==> config.mk <==
export PLATFORM = sky130hd
export DESIGN_NAME = sliding_median_filter
export DESIGN_NICKNAME = d
export VERILOG_FILES = /design/src/sv/smf_pkg.sv /design/src/sv/smf_window.sv /design/src/sv/smf_rank.sv /design/src/sv/sliding_median_filter.sv
export SDC_FILE = /design/constraint.sdc
export NUM_CORES = 1
export LEC_CHECK = 0
export CAP_MARGIN = 20
export CORE_MARGIN = 5
export CORE_UTILIZATION = 59
export DETAILED_ROUTE_END_ITERATION = 10
export DONT_BUFFER_PORTS = 1
export PLACE_DENSITY = 0.81
export SLEW_MARGIN = 5
export SYNTH_ARGS = -nofsm -noshare
export SYNTH_HDL_FRONTEND = slang
export SYNTH_SLANG_ARGS = --single-unit
export TNS_END_PERCENT = 100
==> constraint.sdc <==
create_clock -name i_clk -period 9.65 [get_ports i_clk]
set_clock_uncertainty 0.15 [all_clocks]
set_input_delay 0.965 -clock i_clk [delete_from_list [all_inputs] [get_ports i_clk]]
set_output_delay 0.965 -clock i_clk [all_outputs]
set_load 0.02 [all_outputs]
==> src/sv/smf_pkg.sv <==
// ----------------------------------------------------------------------------
// smf_pkg
// Shared types and constants for the sliding median filter.
// ----------------------------------------------------------------------------
package smf_pkg;

    // Sample and median width
    localparam int SAMPLE_W  = 24;
    // Window size register width and its reset value
    localparam int CFG_W     = 5;
    localparam int CFG_RESET = 5;

    typedef logic signed [SAMPLE_W-1:0] t_sample;
    typedef logic        [CFG_W-1:0]    t_cfg;

endpackage

==> src/sv/smf_window.sv <==
// ----------------------------------------------------------------------------
// smf_window
// Sample shift line: newest sample in tap 0, oldest in the last tap.
// ----------------------------------------------------------------------------
module smf_window import smf_pkg::*; #(
    parameter int MAX_WINDOW = 16
) (
    input  logic                         i_clk,
    input  logic                         i_shift,
    input  t_sample                      i_sample,
    output t_sample [MAX_WINDOW-1:0]     o_taps
);

    t_sample [MAX_WINDOW-1:0] r_taps;

    // Advance the line by one sample on every accepted transfer
    always_ff @(posedge i_clk) begin
        if (i_shift) begin
            r_taps[0] <= i_sample;
            for (int i = 1; i < MAX_WINDOW; i++) begin
                r_taps[i] <= r_taps[i-1];
            end
        end
    end

    assign o_taps = r_taps;

endmodule

==> src/sv/smf_rank.sv <==
// ----------------------------------------------------------------------------
// smf_rank
// Shared rank unit: compares one candidate tap against the active window,
// registers the greater/equal flags, then counts them and checks whether the
// candidate covers the two wanted sorted positions.
// ----------------------------------------------------------------------------
module smf_rank import smf_pkg::*; #(
    parameter int MAX_WINDOW = 16,
    parameter int KW         = 5,
    parameter int IW         = 4
) (
    input  logic                     i_clk,
    input  logic                     i_rst_n,
    input  logic                     i_issue,
    input  logic [IW-1:0]            i_idx,
    input  logic [KW-1:0]            i_k,
    input  logic [KW-1:0]            i_pos_a,
    input  logic [KW-1:0]            i_pos_b,
    input  t_sample [MAX_WINDOW-1:0] i_taps,
    output logic                     o_vld,
    output t_sample                  o_value,
    output logic                     o_hit_a,
    output logic                     o_hit_b
);

    logic                  r_vld;
    t_sample               r_cand;
    logic [MAX_WINDOW-1:0] r_gt_vec;
    logic [MAX_WINDOW-1:0] r_eq_vec;

    t_sample               n_cand;
    logic [MAX_WINDOW-1:0] n_gt_vec;
    logic [MAX_WINDOW-1:0] n_eq_vec;
    logic [KW:0]           gt_cnt;
    logic [KW:0]           top_cnt;

    // Compare the selected candidate against every tap inside the window
    always_comb begin
        n_cand = i_taps[i_idx];
        for (int j = 0; j < MAX_WINDOW; j++) begin
            if (j < int'(i_k)) begin
                n_gt_vec[j] = $signed(i_taps[j]) > $signed(n_cand);
                n_eq_vec[j] = $signed(i_taps[j]) == $signed(n_cand);
            end else begin
                n_gt_vec[j] = 1'b0;
                n_eq_vec[j] = 1'b0;
            end
        end
    end

    // Hold the compare flags for the counting stage
    always_ff @(posedge i_clk) begin
        if (!i_rst_n) begin
            r_vld <= 1'b0;
        end else begin
            r_vld <= i_issue;
        end
        if (i_issue) begin
            r_cand   <= n_cand;
            r_gt_vec <= n_gt_vec;
            r_eq_vec <= n_eq_vec;
        end
    end

    // Candidate occupies sorted positions gt .. gt+eq-1 (descending order)
    always_comb begin
        gt_cnt  = (KW+1)'($countones(r_gt_vec));
        top_cnt = gt_cnt + (KW+1)'($countones(r_eq_vec));
        o_hit_a = (gt_cnt <= {1'b0, i_pos_a}) && ({1'b0, i_pos_a} < top_cnt);
        o_hit_b = (gt_cnt <= {1'b0, i_pos_b}) && ({1'b0, i_pos_b} < top_cnt);
    end

    assign o_vld   = r_vld;
    assign o_value = r_cand;

endmodule

==> src/sv/sliding_median_filter.sv <==
// ----------------------------------------------------------------------------
// sliding_median_filter
// Median of the newest window_size samples of a sequence, by rank selection.
// ----------------------------------------------------------------------------
//  channel   | dir | signals                         | contents
//  ----------+-----+---------------------------------+---------------------------
//  s_axis    | in  | tvalid tready tdata[23:0] tlast | sample, end_of_sequence
//  m_axis    | out | tvalid tready tdata[23:0] tlast | median, last
//  cfg       | in  | i_cfg_wr_en i_cfg_wr_data[4:0]  | window_size
//
//  An item that yields a median is accepted, one rank unit ranks one window
//  tap per cycle over k taps (k = clamped window size), the count stage ends,
//  and the result loads once the output register is free. Other items return
//  to idle. Input is taken only when the sequencer is idle; a finished median
//  waits in the output register, and the next item may be accepted meanwhile.
//  Reset is synchronous, active low; the sample line has no reset.
// ----------------------------------------------------------------------------
module sliding_median_filter import smf_pkg::*; #(
    parameter int MAX_WINDOW = 16
) (
    input  logic                i_clk,
    input  logic                i_rst_n,
    input  logic                i_cfg_wr_en,
    input  logic [CFG_W-1:0]    i_cfg_wr_data,  // window_size
    input  logic                s_axis_tvalid,
    output logic                s_axis_tready,
    input  logic [SAMPLE_W-1:0] s_axis_tdata,   // [23:0] sample
    input  logic                s_axis_tlast,   // end_of_sequence
    output logic                m_axis_tvalid,
    input  logic                m_axis_tready,
    output logic [SAMPLE_W-1:0] m_axis_tdata,   // [23:0] median
    output logic                m_axis_tlast    // last
);

    localparam int KW = $clog2(MAX_WINDOW + 1);
    localparam int IW = (MAX_WINDOW > 1) ? $clog2(MAX_WINDOW) : 1;

    typedef enum logic [1:0] {
        S_IDLE,
        S_SCAN,
        S_DRAIN,
        S_DONE
    } t_state;

    function automatic logic [KW-1:0] f_clamp(input t_cfg ws);
        int v;
        v = int'(ws);
        if (v < 1) v = 1;
        if (v > MAX_WINDOW) v = MAX_WINDOW;
        return KW'(v);
    endfunction

    t_state         r_state,   n_state;
    t_cfg           r_wsize,   n_wsize;
    logic [KW-1:0]  r_fill,    n_fill;
    logic [KW-1:0]  r_k,       n_k;
    logic [IW-1:0]  r_idx,     n_idx;
    logic           r_last,    n_last;
    t_sample        r_va,      n_va;
    t_sample        r_vb,      n_vb;
    logic           r_got_a,   n_got_a;
    logic           r_got_b,   n_got_b;
    logic           r_m_valid, n_m_valid;
    t_sample        r_m_data,  n_m_data;
    logic           r_m_last,  n_m_last;

    logic                     in_xfer;
    logic                     out_free;
    logic [KW-1:0]            k_in;
    logic [KW-1:0]            fill_inc;
    logic [KW-1:0]            pos_a;
    logic [KW-1:0]            pos_b;
    logic signed [SAMPLE_W:0] mid_sum;
    logic signed [SAMPLE_W:0] mid_half;
    t_sample [MAX_WINDOW-1:0] taps;
    logic                     rk_vld;
    t_sample                  rk_value;
    logic                     rk_hit_a;
    logic                     rk_hit_b;

    assign s_axis_tready = (r_state == S_IDLE);
    assign in_xfer       = s_axis_tvalid && s_axis_tready;
    assign out_free      = !r_m_valid || m_axis_tready;

    // Sorted positions of the two middle values (equal for an odd window)
    assign pos_a = (r_k - KW'(1)) >> 1;
    assign pos_b = r_k >> 1;

    smf_window #(
        .MAX_WINDOW (MAX_WINDOW)
    ) u_window (
        .i_clk    (i_clk),
        .i_shift  (in_xfer),
        .i_sample (t_sample'(s_axis_tdata)),
        .o_taps   (taps)
    );

    smf_rank #(
        .MAX_WINDOW (MAX_WINDOW),
        .KW         (KW),
        .IW         (IW)
    ) u_rank (
        .i_clk   (i_clk),
        .i_rst_n (i_rst_n),
        .i_issue (r_state == S_SCAN),
        .i_idx   (r_idx),
        .i_k     (r_k),
        .i_pos_a (pos_a),
        .i_pos_b (pos_b),
        .i_taps  (taps),
        .o_vld   (rk_vld),
        .o_value (rk_value),
        .o_hit_a (rk_hit_a),
        .o_hit_b (rk_hit_b)
    );

    // Average of the middle pair, truncated toward zero
    always_comb begin
        mid_sum  = $signed({r_va[SAMPLE_W-1], r_va}) + $signed({r_vb[SAMPLE_W-1], r_vb});
        mid_half = (mid_sum + $signed({{SAMPLE_W{1'b0}}, mid_sum[SAMPLE_W]})) >>> 1;
    end

    // Sequencer next state
    always_comb begin
        n_state   = r_state;
        n_wsize   = r_wsize;
        n_fill    = r_fill;
        n_k       = r_k;
        n_idx     = r_idx;
        n_last    = r_last;
        n_va      = r_va;
        n_vb      = r_vb;
        n_got_a   = r_got_a;
        n_got_b   = r_got_b;
        n_m_valid = r_m_valid;
        n_m_data  = r_m_data;
        n_m_last  = r_m_last;

        k_in     = f_clamp(r_wsize);
        fill_inc = (r_fill < KW'(MAX_WINDOW)) ? (r_fill + KW'(1)) : r_fill;

        if (i_cfg_wr_en) begin
            n_wsize = i_cfg_wr_data;
        end

        // Drop the output once taken
        if (r_m_valid && m_axis_tready) begin
            n_m_valid = 1'b0;
        end

        // Capture ranked values that cover the wanted positions
        if (rk_vld && rk_hit_a) begin
            n_va    = rk_value;
            n_got_a = 1'b1;
        end
        if (rk_vld && rk_hit_b) begin
            n_vb    = rk_value;
            n_got_b = 1'b1;
        end

        case (r_state)
            S_IDLE: begin
                if (in_xfer) begin
                    n_fill  = s_axis_tlast ? KW'(0) : fill_inc;
                    n_k     = k_in;
                    n_last  = s_axis_tlast;
                    n_idx   = '0;
                    n_got_a = 1'b0;
                    n_got_b = 1'b0;
                    if (fill_inc >= k_in) begin
                        n_state = S_SCAN;
                    end
                end
            end
            S_SCAN: begin
                if (KW'(r_idx) == r_k - KW'(1)) begin
                    n_state = S_DRAIN;
                end else begin
                    n_idx = r_idx + IW'(1);
                end
            end
            S_DRAIN: begin
                n_state = S_DONE;
            end
            S_DONE: begin
                if (out_free) begin
                    n_m_valid = 1'b1;
                    n_m_data  = t_sample'(mid_half[SAMPLE_W-1:0]);
                    n_m_last  = r_last;
                    n_state   = S_IDLE;
                end
            end
            default: begin
                n_state = S_IDLE;
            end
        endcase
    end

    // State, control and registered outputs
    always_ff @(posedge i_clk) begin
        if (!i_rst_n) begin
            r_state   <= S_IDLE;
            r_wsize   <= t_cfg'(CFG_RESET);
            r_fill    <= '0;
            r_k       <= KW'(1);
            r_idx     <= '0;
            r_got_a   <= 1'b0;
            r_got_b   <= 1'b0;
            r_m_valid <= 1'b0;
        end else begin
            r_state   <= n_state;
            r_wsize   <= n_wsize;
            r_fill    <= n_fill;
            r_k       <= n_k;
            r_idx     <= n_idx;
            r_got_a   <= n_got_a;
            r_got_b   <= n_got_b;
            r_m_valid <= n_m_valid;
        end
        r_last   <= n_last;
        r_va     <= n_va;
        r_vb     <= n_vb;
        r_m_data <= n_m_data;
        r_m_last <= n_m_last;
    end

    assign m_axis_tvalid = r_m_valid;
    assign m_axis_tdata  = r_m_data;
    assign m_axis_tlast  = r_m_last;

    // Fill count never passes the line length
    a_fill_range: assert property (@(posedge i_clk) disable iff (!i_rst_n)
        r_fill <= KW'(MAX_WINDOW))
        else $error("fill count beyond window line");

    // Scan index stays inside the active window
    a_idx_range: assert property (@(posedge i_clk) disable iff (!i_rst_n)
        (r_state == S_SCAN) |-> (KW'(r_idx) < r_k))
        else $error("scan index outside window");

    // The rank stage delivers the last candidate during the drain cycle
    a_drain_vld: assert property (@(posedge i_clk) disable iff (!i_rst_n)
        (r_state == S_DRAIN) |-> rk_vld)
        else $error("rank result missing in drain");

    // Both middle values are found before the result is formed
    a_hits_found: assert property (@(posedge i_clk) disable iff (!i_rst_n)
        (r_state == S_DONE) |-> (r_got_a && r_got_b))
        else $error("middle value not located");

    // A new item is taken only once the previous one left the sequencer
    a_busy_after_scan: assert property (@(posedge i_clk) disable iff (!i_rst_n)
        (r_state == S_SCAN) |=> !s_axis_tready)
        else $error("input ready during ranking");

endmodule

# Yosys cells after proc, flatten, opt, wreduce, memory -nomap -nowiden
# Index checks and enable logic that the tools add are counted.
# op_classes
add_sub_neg,36
mul,0
div,0
magnitude_cmp,41
n_eq_ne,25
n_shift,0
mux,17
bitwise,0
n_reduce_logical,14
# op_table
op,n
$eq A24 B24 Y1,16
$gt A24 B24 Y1,16
$bmux W24 S4,1
$add A6 B6 Y6,15
$lt A4 B5 Y1 const A,8
$add A1 B1 Y2,16
$gt A32 B6 Y1 const B,1
$add A24 B24 Y25,1
$add A25 B2 Y25,1
$mux W24,1
$lt A3 B5 Y1 const A,4
$mux W5,4
$le A6 B4 Y1,2
$lt A4 B6 Y1,2
$lt A1 B5 Y1 const A,2
$lt A2 B5 Y1 const A,2
$mux W2,4
$mux W4,2
$pmux W2 S4,1
$pmux W4 S2,1
$logic_and A1 B1 Y1,6
$ne A2 B2 Y1 const B,3
$add A5 B1 Y5 const B,1
$eq A4 B5 Y1,1
17 further kinds,22
# totals
reg_bits,537
latch_bits,0
mem_bits_rw,0
romBits,0
input_bits,35
out_inout_bits,27
wordCells,194
n_memories,0

# Logic depth before layout (Yosys ltp)
# Gate-level depths: netlist of run 1.
# logic_depth
ltp_word,8
mapped_depth,27
depth_no_buf,27

# Modules after synthesis
# Synthesis of run 1 repeated with hierarchy kept, for this count alone.
# hier_totals
cells_unflattened,2334
hier_area_um2,31426.4
# by_module_without_submodules
mod,n_inst,cells_each,area_per_inst_um2,seq_area_each_um2
smf_rank,1,1479,14691.6,1701.6
smf_window,1,384,11531.1,11531.1
sliding_median_filter,1,471,5203.7,2662.6

# Worst setup path before layout of run 1
# Ideal clock, no wire load.
# synth_path
kind,input-to-reg
from,input s_axis_tvalid
to,"register r_last, enable pin"
setup_ns,0.732
arrival_time_ns,8.737
required_time_ns,8.768
path_slack_ns,0.031
cell_stages,3
path_buffers,1
path_cell_list,nand2_1 -> clkbuf_1 -> inv_1
# synth_between
elab_chain_cells,2
# synth_lines
element,line,source
start: declaration,sliding_median_filter.sv:25,"input logic s_axis_tvalid,"
$logic_and A1 B1 Y1,sliding_median_filter.sv:82,assign in_xfer = s_axis_tvalid && s_axis_tready;
named net in_xfer,sliding_median_filter.sv:67,logic in_xfer;
$reduce_and A2 Y1 (no line),n/a,
end signal: assignment,sliding_median_filter.sv:220,r_last <= n_last;
end: declaration,sliding_median_filter.sv:58,"logic r_last, n_last;"
# The timed path passes the listed nets, and every way through them passes these cells.
# A chain may end at the register's enable or synchronous reset.

# Worst setup path in the final report of run 1
# layout_path
from,register u_rank.r_gt_vec[11]
to,"register r_va[8], enable pin"
# layout_between
elab_chain_cells,8
elab_cells_between_ends,9
classes_between,5 x add/sub; 2 x order compare; 2 x reduce/logical
# layout_lines
element,line,source
start: declaration,smf_rank.sv:28,logic [MAX_WINDOW-1:0] r_gt_vec;
start signal: assignment,smf_rank.sv:60,r_gt_vec <= n_gt_vec;
$add A1 B1 Y2 (not written as such) (*),smf_rank.sv:67,gt_cnt = (KW+1)'($countones(r_gt_vec));
$add A6 B6 Y6 (not written as such) (*) (3 in series),smf_rank.sv:67,
$add A6 B6 Y6,smf_rank.sv:68,top_cnt = gt_cnt + (KW+1)'($countones(r_eq_vec));
$lt A4 B6 Y1,smf_rank.sv:69,"o_hit_a = (gt_cnt <= {1'b0, i_pos_a}) && ({1'b0, i_pos_a} < top_cnt);"
$logic_and A1 B1 Y1 (*),smf_rank.sv:69,
$logic_and A1 B1 Y1 (*),sliding_median_filter.sv:152,if (rk_vld && rk_hit_a) begin
end signal: assignment,sliding_median_filter.sv:221,r_va <= n_va;
end: declaration,sliding_median_filter.sv:59,"t_sample r_va, n_va;"
# Every way passes the cells marked *; elsewhere a longest branch is shown, timed or not.

==> results of run 1 <==
[worst reg2reg max path, stage by stage, from the launching register on]
cell and delay, ns:
edfxtp_1 0.39, ha_1 0.31, inv_1 0.06, fa_1 0.44
fa_1 0.50, fa_1 0.52, fa_1 0.56, inv_1 0.06
ha_1 0.34, xor2_1 0.16, ha_1 0.30, fa_1 0.49
inv_1 0.06, fa_1 0.53, inv_1 0.05, fa_1 0.40
inv_1 0.09, fa_1 0.44, ha_1 0.28, a21boi_0 0.13
o21ai_0 0.18, nand2b_1 0.08, a21oi_1 0.17, nor2_1 0.07
nor3_2 0.17, buf_4 0.33
[cell type report]
| type | instances | area share [%] |
|---|---|---|
| flip-flops and latches | 537 | 46.3 |
| inverters | 118 | 1.31 |
| clock buffers | 77 | 4.55 |
| well taps | 696 | 2.53 |
| clock inverters | 29 | 0.611 |
| multi-input cells | 1620 | 44.3 |
| repair buffers | 15 | 0.400 |
[power by group]
part           switching, mW  internal, mW
clock                  0.919          1.19
sequential             0.340          3.29
combinational           4.35          3.26
[per-stage QoR]
stage / hold slack [ns] / setup WS, ns / total power, mW
3_5_place_dp: 0.283 / 2.11 / 11.2
4_1_cts: 0.237 / 2.08 / 13.3
2_1_floorplan: 0.250 / 0.0307 / 9.33
3_3_place_gp: 0.274 / 2.25 / 10.7
6_report: 0.268 / 2.05 / 13.3
5_1_grt: 0.244 / 1.71 / 14.5
[layer usage]
metal / global-route usage (%) / vias to the layer above / share of wire, %
li1: - / 9193 / -
met1: 34.0 / 10230 / 39
met2: 43.2 / 966 / 48
met3: 4.24 / 191 / 7.9
met4: 11.1 / 0 / 4.8
met5: 0 / - / 0
[sequential cells by signal (all words and copies together) (netlist names), 4 cells and up]
signal	cells
m_axis_tdata	24
r_wsize	5
r_idx	4
u_rank.r_eq_vec	16
r_va	24
u_rank.o_value	24
r_vb	24
r_k	5
r_fill	5
u_window.o_taps	384
u_rank.r_gt_vec	16
[cell usage in the layout, fill, tap and decap left out, types with 24 or more instances in the layout]
master	n
edfxtp_1	514
ha_1	467
a21oi_1	125
mux4_2	120
inv_1	117
nand4_1	100
a21o_1	95
nor2_1	94
nand2_1	90
o21ai_0	85
o21a_1	63
clkbuf_16	58
nor2b_1	54
xnor2_1	38
nand2b_1	35
fa_1	24
[logic make-up (layout without fill, tap and decap cells)]
family | after synthesis | in the layout | synth area share [%]
buffers and inverters | 159 | 239 | 1.92
muxes | 138 | 138 | 9.09
AOI/OAI and AO/OA | 444 | 444 | 9.01
adders and majority gates | 492 | 492 | 20.0
xor gates and xnor gates | 59 | 59 | 1.65
DFF | 537 | 537 | 50.1
and+or+nand+nor | 487 | 487 | 8.26
[worst max path at each step]
stage / start / slack (ns) / endpoint / cells after the start
finish: u_rank.r_gt_vec[11] / 2.05 / r_va[8] / 25
global route: u_rank.r_gt_vec[0] / 1.71 / r_va[11] / 25
CTS: u_rank.r_gt_vec[11] / 2.08 / r_va[13] / 25
detailed placement: u_rank.r_gt_vec[11] / 2.11 / r_va[22] / 25
global placement: u_rank.r_gt_vec[10] / 2.25 / r_va[20] / 25
floorplan: s_axis_tvalid / 0.03 / r_last / 3
==> reports/results.ini, run 1 <==
[status]
status=completed

[layout]
nets=2877
syn2layout_area_growth_pct=8.36
ff_latch_area_mm2=0.0159
multi_input_area_mm2=0.0152
stdcell_count=3092
n_antenna_cell=0
num-fill-cells=3819
drive_gt1_share_pct=10.2
finish.utilization_pct=64.3
design_area_mm2=0.0344

[floorplan]
core_mm2=0.0535
initial_core_util_pct=59.3
die_h_um=242
dieArea_mm2=0.0585
row_count=85
ios=62
die_x_um=242

[timing]
finalSetupViolations=0
worst_pin_slew_ns=1.17
fin_crit_ns=7.60
fin_tns_setup_ns=0
fmax_mhz=132
rsz0062_at_grt=no
fin_crit_sh_pct=78.8
slew_viol_final=0
slew_headroom_pct=22.1
hold_violations=0

[logic_synthesis]
synth_edf_count=514
synth_top_area_share_pct=48.6
synth_nets=2843
synth_seq_cells=537
syn_inst=2316
seq_area_frac_synth_pct=50.1
async_flop_share_pct=0
syn_area_mm2=0.0317
synth_area_leaders=edfxtp_1 (49%), ha_1 (18%), mux4_2 (8.5%)
synth_warnings=0
synth.distinct_cells=75
synth_top_area_cell=edfxtp_1
synth_common_cells=edfxtp_1 (514), ha_1 (468), a21oi_1 (125), mux4_2 (120), inv_1 (118)
ys.flop_type=edfxtp_1
syn_area_per_cell_um2=13.7
synth.most_common_cell=edfxtp_1

[grt]
grt_max_degree=200
track_usage_pct=25.9
grt_pass1_vias=21059
grt_overflow=0
antenna_found_initial=1
grt_pass1_wl_um=119000

[placed_design]
io_buffers=0
hpwl_um=58000
place.gp.congestion=0.899
dp_cells=2986
place_area_mm2=0.0326

[clock_tree]
cts_sinks=537
htreeDepth=2
hold_buffers=0
tritoncts=done
clk_pin_slew_ns=0.06
cts_resized=0
cts.path.max_buffers=3
cts_made_buffers=58
clk-insertion-delay-late_ns=0.64
post_cts_buffers=0
clockRootBuffer=clkbuf_16

[worst_setup_path]
critPathTopFamily=adder cells
critPathMaxFanout=24
r2r_end=r_va[8]
critPathLaunchType=flop
cpMaxStageDelayCell=fa_1
end_kind=flop
r2r_setup_slack_ns=2.05
cpPeakStageDelay_ns=0.56
r2r_start=u_rank.r_gt_vec[11]
crit_arrival_ns=7.73
required_ns=9.78
ff2ff_path_depth=25
worstSetupPathType=reg2reg
crit_top_cell=fa_1
crit_buf_inv=6

[pwr]
p_leak_nw=13.4
vdd_drop_max_uv=1040
powerDensity_mw_per_mm2=388

[hold_path]
hold_path.class=in2reg
holdPathEnd=r_wsize[2]
hp-start=i_rst_n
whs_path_depth=1

[run]
drv_cap=0

[detailed_routing]
ant_nets=0
num_vias=20580
avgViaCountPerCell=6.66
drc_errors=0
wirelength_um=77500
first_pass_iters=6
wl_per_cell_um=25.0
drtIter0Drc=2062

Power figures use the tool's default switching activity.
==> inputs of run 2 (changes only) <==
==> constraint.sdc (replaced) <==
create_clock -name i_clk -period 6.3 [get_ports i_clk]
set_clock_uncertainty 0.15 [all_clocks]
set_input_delay 0.63 -clock i_clk [delete_from_list [all_inputs] [get_ports i_clk]]
set_output_delay 0.63 -clock i_clk [all_outputs]
set_load 0.02 [all_outputs]
==> reports/results.ini, run 2 (synthesis gave the netlist of run 1 again) <==
[detailed_routing]
wl_met2_um=38000  ; +1.7%
first_pass_iters=5  ; -1
drtIter0Drc=2072  ; +0.48%
wirelength_um=78800  ; +1.7%
num_vias=21043  ; +2.2%
wl_met1_um=30800  ; +2.0%
routed.top_layer=met5
drc_errors=0  ; unchanged
ant_nets=0  ; unchanged
avgViaCountPerCell=6.61  ; -0.64%
met3WireLength_um=6400  ; +4.4%
wl_per_cell_um=24.8  ; -1.1%

[worst_setup_path]
crit_arrival_ns=7.28  ; -0.45 ns
r2r_start=u_rank.r_gt_vec[7]
critPathMaxFanout=6  ; -75%
required_ns=6.48  ; -3.30 ns
cpPeakStageDelay_ns=0.53  ; -0.03 ns
r2r_setup_slack_ns=-0.79  ; -2.84 ns
worstSetupPathType=reg2reg
cp-endpoint=r_va[1]
r2r_end=r_va[1]
cpMaxStageDelayCell=fa_1
critPathLaunchType=flop
end_kind=flop
startpoint=u_rank.r_gt_vec[7]
ff2ff_path_depth=26  ; +4.0%
crit_top_cell=fa_1

[timing]
slew_viol_final=0  ; unchanged
finalSetupViolations=48  ; +48
whs_ns=0.0254  ; -0.243 ns
hold_violations=0  ; unchanged
slew_headroom_pct=23.2  ; +1.1 points
fmax_mhz=141  ; +7.1%
rsz0062_at_grt=yes
fin_ws_ns=-0.795  ; -2.84 ns
fin_crit_sh_pct=113  ; +34 points
fin_crit_ns=7.09  ; -0.507 ns
worst_pin_slew_ns=1.15  ; -0.0165 ns

[grt]
grt_pass1_wl_um=120000  ; +0.98%
grt_pass1_vias=21345  ; +1.4%
grt_overflow=0  ; unchanged
grt_max_degree=189  ; -5.5%
track_usage_pct=26.1  ; +0.18 points
antenna_found_initial=1  ; unchanged

[layout]
layout_common_cells=edfxtp_1 (514), ha_1 (461), a21oi_1 (123)
nets=2962  ; +3.0%
largest_reg_flops=384  ; unchanged
final_common_cell=edfxtp_1
n_antenna_cell=0  ; unchanged
drive_gt1_share_pct=13.7  ; +3.5 points
syn2layout_area_growth_pct=12.0

[floorplan]
die_h_um=242  ; unchanged
row_count=85  ; unchanged
dieArea_mm2=0.0585  ; unchanged
core_mm2=0.0535  ; unchanged
die_x_um=242  ; unchanged
ios=62  ; unchanged
initial_core_util_pct=59.3  ; unchanged

[placed_design]
io_buffers=0  ; unchanged
hpwl_um=58200  ; +0.44%
place.gp.congestion=1.00  ; +11%

[clock_tree]
cts_sinks=537  ; unchanged
clockRootBuffer=clkbuf_16
clk_pin_slew_ns=0.06  ; about the same
cts.path.max_buffers=3  ; unchanged
cts_made_buffers=59  ; +1.7%
tritoncts=done
clk-insertion-delay-late_ns=0.64  ; about the same
htreeDepth=2  ; unchanged

[hold_path]
hold_path.class=in2reg

[status]
violations=negative setup slack
status=complete, but fails checks

[run]
drv_cap=0  ; unchanged

-- run 2: cell types whose count changed in the layout (fill, tap and decap cells not counted), sizes merged --
cell and delta:
buf +51, dlygate4sd3 +29, clkinv +7, bufinv +6
clkbuf -4, clkinvlp +4, inv -3
-- run 2: area by class of cell --
type | count | area [um2]
Inverter | 118 | 447
Fill cell | 3659 | 17900
Clock inverter | 43 | 428
Sequential cell | 537 | 15900
Timing Repair Buffer | 99 | 1000
Clock buffer | 69 | 1540
Multi-Input combinational cell | 1620 | 15400
Tap cell | 696 | 871
-- run 2: per-layer routing --
| metal | track usage, % | vias up |
|---|---|---|
| li1 | - | 9384 |
| met1 | 34.7 | 10468 |
| met2 | 43.4 | 989 |
| met3 | 4.42 | 200 |
| met4 | 10.0 | 2 |
| met5 | 0 | - |
-- run 2: worst min-delay path by stage --
stage | depth (start not counted) | from | slack [ns] | to
floorplan | 0 | r_last | 0.25 | m_axis_tlast
global placement | 0 | u_rank.o_value[12] | 0.28 | r_va[12]
detailed placement | 0 | r_last | 0.28 | m_axis_tlast
CTS | 2 | i_cfg_wr_data[3] | 0.004 | r_wsize[3]
global route | 2 | i_cfg_wr_data[3] | 0.03 | r_wsize[3]
finish | 2 | i_cfg_wr_data[3] | 0.03 | r_wsize[3]
-- run 2: worst max-delay path: cells and delay by family (launching register included) --
family	cells	cell delay, ns
compound gates	3	0.40
xor+xnor	1	0.14
fa+ha+maj	12	4.76
buf+inv	7	0.57
simple gates	3	0.39
flops	1	0.39
-- run 2: repair_timing --
item	4_1_cts	5_1_grt
gates resized for setup	1	15
hold buffers	29	0
endpoints found under the setup margin	48	48
pin swaps	0	19
setup buffers	0	5
hold endpoints to repair	32	0
cloned	0	6
-- run 2: metrics by stage --
stage	std cells	cell area, um2	utilization, %	TNS (ns)	worst slack, ns
3_3_place_gp	3030	33100	61.8	-36.49	-0.783
2_1_floorplan	2316	31800	-	-381.05	-0.937
4_1_cts	3171	35300	66.0	-40.40	-0.858
5_1_grt	3182	35500	66.5	-47.45	-1.04
6_report	3182	35500	66.5	-35.62	-0.795
3_5_place_dp	3030	33100	61.8	-40.58	-0.864
Power of run 2 is not shown: default switching activity piles up to over one toggle a cycle in this logic, so the estimate is an artifact.
